==> src/design/utli_pkg.sv <==
// Shared types and constants for the uniform table linear interpolator.
`default_nettype none
package utli_pkg;

    localparam int TABLE_DEPTH_DEF = 1024;

    localparam int XW   = 32;   // abscissa / ordinate width
    localparam int SW   = 31;   // step width
    localparam int PTSW = 11;   // points_in_use width
    localparam int IDXW = 10;   // entry_index port width
    localparam int DW   = 33;   // |x - x_start| and |dy| width
    localparam int QW   = 33;   // quotient width of both dividers
    localparam int PKW  = 33;   // |dy*k| width kept when not saturating

    typedef enum logic {
        FUNC_LOAD = 1'b0,
        FUNC_EVAL = 1'b1
    } func_t;

    typedef enum logic [1:0] {
        REG_X_START = 2'd0,
        REG_X_STEP  = 2'd1,
        REG_POINTS  = 2'd2
    } cfg_reg_t;

    typedef struct packed {
        func_t            func;
        logic [IDXW-1:0]  idx;
        logic [XW-1:0]    value;
        logic             neg;
    } div1_pay_t;

    typedef struct packed {
        logic [XW-1:0]    y0;
        logic             dy_neg;
        logic             k_neg;
        logic             sat_pre;
        logic [PKW-1:0]   pk;
    } div2_pay_t;

endpackage
`default_nettype wire

==> src/design/utli_div.sv <==
// Pipelined restoring divider, one quotient bit per stage, with sideband payload.
`default_nettype none
module utli_div
    import utli_pkg::*;
#(
    parameter int NW  = 33,
    parameter int WD  = 31,
    parameter int QBW = 33,
    parameter int PW  = 8
) (
    input  wire logic           aclk,
    input  wire logic           aresetn,
    input  wire logic           en,
    input  wire logic           in_vld,
    input  wire logic [NW-1:0]  in_num,
    input  wire logic [WD-1:0]  divisor,
    input  wire logic [PW-1:0]  in_pay,
    output logic                out_vld,
    output logic [QBW-1:0]      out_quot,
    output logic [WD-1:0]       out_rem,
    output logic [PW-1:0]       out_pay
);

    logic            vld_reg  [0:QBW];
    logic [WD-1:0]   rem_reg  [0:QBW];
    logic [QBW-1:0]  num_reg  [0:QBW];
    logic [QBW-1:0]  quot_reg [0:QBW];
    logic [PW-1:0]   pay_reg  [0:QBW];

    logic [WD-1:0]   rem_next  [1:QBW];
    logic [QBW-1:0]  quot_next [1:QBW];

    always_comb begin
        for (int j = 0; j < QBW; j++) begin
            logic [WD:0] cand;
            logic        ge;
            cand = {rem_reg[j], num_reg[j][QBW-1]};
            ge   = (cand >= {1'b0, divisor});
            rem_next[j+1]  = ge ? WD'(cand - {1'b0, divisor}) : cand[WD-1:0];
            quot_next[j+1] = {quot_reg[j][QBW-2:0], ge};
        end
    end

    // dividend is known to be below divisor * 2^QBW, so the high part seeds the remainder
    always_ff @(posedge aclk) begin
        if (!aresetn) begin
            for (int j = 0; j <= QBW; j++) vld_reg[j] <= 1'b0;
        end else if (en) begin
            vld_reg[0] <= in_vld;
            for (int j = 1; j <= QBW; j++) vld_reg[j] <= vld_reg[j-1];
        end
    end

    always_ff @(posedge aclk) begin
        if (en) begin
            rem_reg[0]  <= WD'(in_num >> QBW);
            num_reg[0]  <= in_num[QBW-1:0];
            quot_reg[0] <= '0;
            pay_reg[0]  <= in_pay;
            for (int j = 1; j <= QBW; j++) begin
                rem_reg[j]  <= rem_next[j];
                num_reg[j]  <= {num_reg[j-1][QBW-2:0], 1'b0};
                quot_reg[j] <= quot_next[j];
                pay_reg[j]  <= pay_reg[j-1];
            end
        end
    end

    assign out_vld  = vld_reg[QBW];
    assign out_quot = quot_reg[QBW];
    assign out_rem  = rem_reg[QBW];
    assign out_pay  = pay_reg[QBW];

endmodule
`default_nettype wire

==> config.mk <==
export PLATFORM = sky130hd
export DESIGN_NAME = utli_div
export DESIGN_NICKNAME = d
export VERILOG_FILES = /design/src/design/utli_pkg.sv /design/src/design/utli_div.sv
export SDC_FILE = /design/constraint.sdc
export NUM_CORES = 2
export LEC_CHECK = 0
export ABC_AREA = 0
export BUFFER_PORTS_ARGS = -buffer_cell sky130_fd_sc_hd__buf_2
export CELL_PAD_IN_SITES_DETAIL_PLACEMENT = 1
export CELL_PAD_IN_SITES_GLOBAL_PLACEMENT = 2
export CORE_AREA = 2 2 622 624
export CTS_BUF_LIST = sky130_fd_sc_hd__clkbuf_2 sky130_fd_sc_hd__clkbuf_4 sky130_fd_sc_hd__clkbuf_8
export DETAILED_ROUTE_END_ITERATION = 8
export DIE_AREA = 0 0 624 626
export HOLD_SLACK_MARGIN = 0.12
export PLACE_DENSITY = 0.72
export SYNTH_ARGS = -nofsm -noshare
export SYNTH_HDL_FRONTEND = slang
export SYNTH_SLANG_ARGS = --single-unit
==> constraint.sdc <==
create_clock -name aclk -period 16.9 [get_ports aclk]
set_clock_uncertainty 0.05 [all_clocks]
set_input_delay 5.07 -clock aclk [delete_from_list [all_inputs] [get_ports aclk]]
set_output_delay 5.07 -clock aclk [all_outputs]
set_load 0.02 [all_outputs]
======== Word-level counts from Yosys, hierarchy flattened ========
Memory sizes are Yosys's and may differ from the RTL's.
Index checks and enable logic that the tools add are counted.
Widths: inputs -> output; s select.
word-level totals
  output and inout bits ................... 73
  word-level logic and storage cells ...... 177
  memories ................................ 5
  bits in read-only memories .............. 0
  RAM bits ................................ 3,604
  bits in latches ......................... 0
  register bits after elaboration ......... 0
  input port bits ......................... 76
cells by class
  bitwise gates (word level) .............. 34
  multiplexer cells ....................... 72
  eq/ne operators ......................... 0
  $add $sub $neg .......................... 33
  shift-type cells ........................ 0
  reductions and logical operators ........ 0
  div/mod/pow operators ................... 0
  $lt $le $gt $ge ......................... 33
  multiply operators ...................... 0
memory list
  name      words  width  read ports  clocked after Yosys merged registers in  write ports  RTL line        source
  num_reg   34     33     33          0                                        34           utli_div.sv:26  logic [QBW-1:0] num_reg [0:QBW];
  quot_reg  34     33     34          0                                        34           utli_div.sv:27  logic [QBW-1:0] quot_reg [0:QBW];
  rem_reg   34     31     34          0                                        34           utli_div.sv:25  logic [WD-1:0] rem_reg [0:QBW];
  pay_reg   34     8      34          0                                        34           utli_div.sv:28  logic [PW-1:0] pay_reg [0:QBW];
  vld_reg   34     1      34          0                                        34           utli_div.sv:24  logic vld_reg [0:QBW];
operators with widths
  kind            count
  $ge 32x31->1    33
  $mux 31         33
  $sub 31x31->31  33
  $mux 1          39
  $or 1x1->1      34

======== Logic depth before layout (Yosys ltp) ========
  depth in word-level cells ............... 4
  depth in mapped cells ................... 16
  depth with buffers taken out ............ 14

======== Worst setup path before layout ========
No wires, ideal clock.
  path type ............................... input to register
  from .................................... in divisor[2]
  to ...................................... mem rem_reg[3][10], data pin
  buffers on the path ..................... 1
  arrival time ............................ 8,586 ps
  setup slack ............................. 8,003 ps
  stages .................................. 13
  path through ............................ inv_1 ha_1 nor2b_4 o2111ai_2 a31oi_2 a311o_2 a221oi_4 a211o_1 a21oi_1 o2111ai_1 nor4b_4 buf_6 mux2_4
RTL lines
  item         RTL line        source
  from (decl)  utli_div.sv:16  input wire logic [WD-1:0] divisor,
  to (decl)    utli_div.sv:25

==> impl_metrics.yaml <==
layout:
  postLayoutCoreUtil: 0.391
  largest_register_ffs: 1023
  finalNonFillerCells: 17200
  fillCellCount: 41100
  final_nets: 12900
  regArea_sq_um: 73600
  multiInputGateArea_sq_um: 58000
  syn_to_final_growth_pct: 12.1
  final_layout_size_suffix_gt1_frac: 0.112
synthesis:
  synthesis.area_sq_um: 134000
  syn_inst: 11400
  synth_edf_count: 2451
  synth_common_cells: "edfxtp_1, a21oi_1, ha_1"
  yosysUniqueCellTypes: 92
  synth_seq_area_share: 0.550
  synth_ff_type: "edfxtp_1"
  ys_async_sr_fraction: 0
  ys_ff_latch: 2451
  ys_warn_count: 0
  synth.avg_cell_area_sq_um: 11.7
  syn_nets: 12500
  yosys-top-cells-area: "edfxtp_1, ha_1, a21oi_1, o21ai_0, xnor2_1"
  synth_top_area_cell: "edfxtp_1"
  synth_top_area_frac: 0.550
  synth.most_common_cell: "edfxtp_1"
routing:
  routedWlPerCell_microns: 22.2
  vias: 92200
  drc_errors: 0
  routed_wl_microns: 383000
  drt_iter0_markers: 5852
  drtAntennaViolNets: 0
  vias_per_cell: 5.35
  first_pass_iters: 5
floorplan:
  ioPinCount: 149
  die-width_microns: 624
  start_util: 0.349
  chipHeight_microns: 626
  die_area_sq_um: 391000
  core_sq_um: 384000
  row_count: 228
clock_network:
  cts_sinks: 2451
  cts_buffer_depth: 4
  clk_pin_slew_worst_paths_ns: 0.06
  numCtsBuffers: 444
  htree_levels: 5
  post-cts-setup-buffers: 0
  cts_tree: "yes"
  cts_resized: 0
  holdBufCountCts: 0
  clock_latency_ns: 1.14
  cts-root-buf: "clkbuf_8"
place:
  numPortBuffers: 148
  dp_slack_ns: 6.63
  place_congestion: 0.867
  dp.cells: 16400
  dp_hpwl_microns: 268000
timing:
  max_freq_mhz: 108
  timing.final.crit_share: 0.547
  drv_slew: 0
  max_slew_margin: 0.0451
  period_needed_ns: 9.25
  rsz0062_at_grt: "no"
  finalHoldViolations: 0
  fin_ws_ns: 7.65
  tightest_slew_ns: 1.41
  fin_setup_tns_ns: 0
  finalSetupViolCount: 0
critical_path:
  r2r_start: "num_reg[6][32]"
  crit_slowest_cell: "o41ai_1"
  rrSetupSlack_ns: 12.05
  worstSetupEndpointType: "flop"
  path_delay_family: "compound AO/OA/AOI/OAI gates"
  cp_num_cells: 15
  startpoint_type: "input pin"
  r2r_end: "rem_reg[7][10]"
  worstPathBufferInverterCount: 4
  crit_fanout: 12
  path_class: "input pin to flop"
  slowest_delay_ns: 0.94
  r2r_cells: 14
  cp.arrival_ns: 10.02
  required_ns: 17.67
  path_cells: "buf_2 -> inv_2 -> buf_4 -> buf_4 -> ha_1 -> a21oi_1 -> nor2b_1 -> a21boi_0 -> o41ai_1 -> o21ai_0 -> o31ai_1 -> a31oi_1 -> a221oi_1 -> xor2_1 -> a21oi_1"
power_and_ir_drop:
  power_density_nw_per_um2: 199
  leakage_nw: 58.2
  vdd_drop_max_mv: 0.0964
  power_w: 0.0299
grt:
  grt_max_degree: 183
  grt_pass1_vias: 96200
  grt_usage: 0.192
  antenna_found_initial: 28
  grt_pass1_wl_microns: 584000
  grt_overflow: 0
worst_hold_path:
  holdPathEnd: "num_reg[14][31]"
  whs_path_depth: 0
  min_path_type: "flop to flop"
  min-delay-start: "num_reg[13][30]"
job:
  maxCapViolCount: 0
outcome:
  status: "complete, no violations"
worst max-delay path by stage:
| stage | end | startpoint | slack [ns] |
|---|---|---|---|
| final | rem_reg[26][29] | divisor[3] | 7.65 |
| after detailed placement | rem_reg[32][3] | divisor[17] | 6.63 |
| after floorplan | rem_reg[3][10] | divisor[2] | 8.00 |
| after global placement | rem_reg[26][29] | divisor[3] | 6.66 |
| after global routing | rem_reg[26][29] | divisor[3] | 7.38 |
| after CTS | rem_reg[32][3] | divisor[17] | 7.89 |
routing by layer:
metal,track usage,share of wire,vias up
met5,0,0,-
met4,0.0599,0.032,0
met3,0.0231,0.039,649
met2,0.311,0.46,1660
met1,0.266,0.47,45700
li1,-,-,44200
power breakdown:
| part | switching, W | internal, W |
|---|---|---|
| logic | 0.00817 | 0.00570 |
| registers | 0.00113 | 0.00913 |
| clock network | 0.00261 | 0.00317 |
| total | 0.0119 | 0.0180 |
layout by cell type, fill, tap and decap left out, types with 82 or more instances in the layout:
| master | n |
|---|---|
| mux2_2 | 239 |
| nor2_1 | 731 |
| a21oi_1 | 1017 |
| clkbuf_8 | 446 |
| nand3_1 | 173 |
| edfxtp_1 | 2451 |
| clkbuf_4 | 132 |
| a21o_1 | 534 |
| o21a_1 | 119 |
| a31oi_1 | 93 |
| ha_1 | 994 |
| nor3_1 | 129 |
| inv_1 | 316 |
| a211oi_1 | 82 |
| clkinv_1 | 97 |
| xnor2_1 | 462 |
| buf_4 | 112 |
| nand2_1 | 932 |
| o31ai_1 | 84 |
| o21ai_0 | 866 |
| nor2b_1 | 140 |
| and3_1 | 130 |
| nand4_1 | 160 |
| o21bai_1 | 122 |
| xor2_1 | 370 |
| buf_2 | 145 |
| nand2b_1 | 133 |
metrics by stage:
stage	cell area [sq um]	hold slack [ns]
2_1_floorplan	134000	0.350
3_3_place_gp	141000	0.350
3_5_place_dp	141000	0.355
4_1_cts	150000	0.336
5_1_grt	150000	0.337
6_report	150000	0.346
cell type report:
type / instances / area share
Inverter: 347 / 0.00868
Sequential cell: 2451 / 0.490
Antenna cell: 9 / 0.000150
Tap cell: 5060 / 0.0422
Timing Repair Buffer: 268 / 0.0119
Clock buffer: 578 / 0.0475
Clock inverter: 213 / 0.0125
Multi-Input combinational cell: 8311 / 0.387
cell families after synthesis:
family,count (synthesis),synth area share
adder cells (fa/ha/maj),1026,0.0977
multiplexers,286,0.0246
flip-flops,2451,0.550
buffers and inverters,647,0.0185
AND/OR/NAND/NOR,2772,0.0973
AO/OA/AOI/OAI,3395,0.158
XOR/XNOR,832,0.0544
Power figures use the tool's default switching activity.
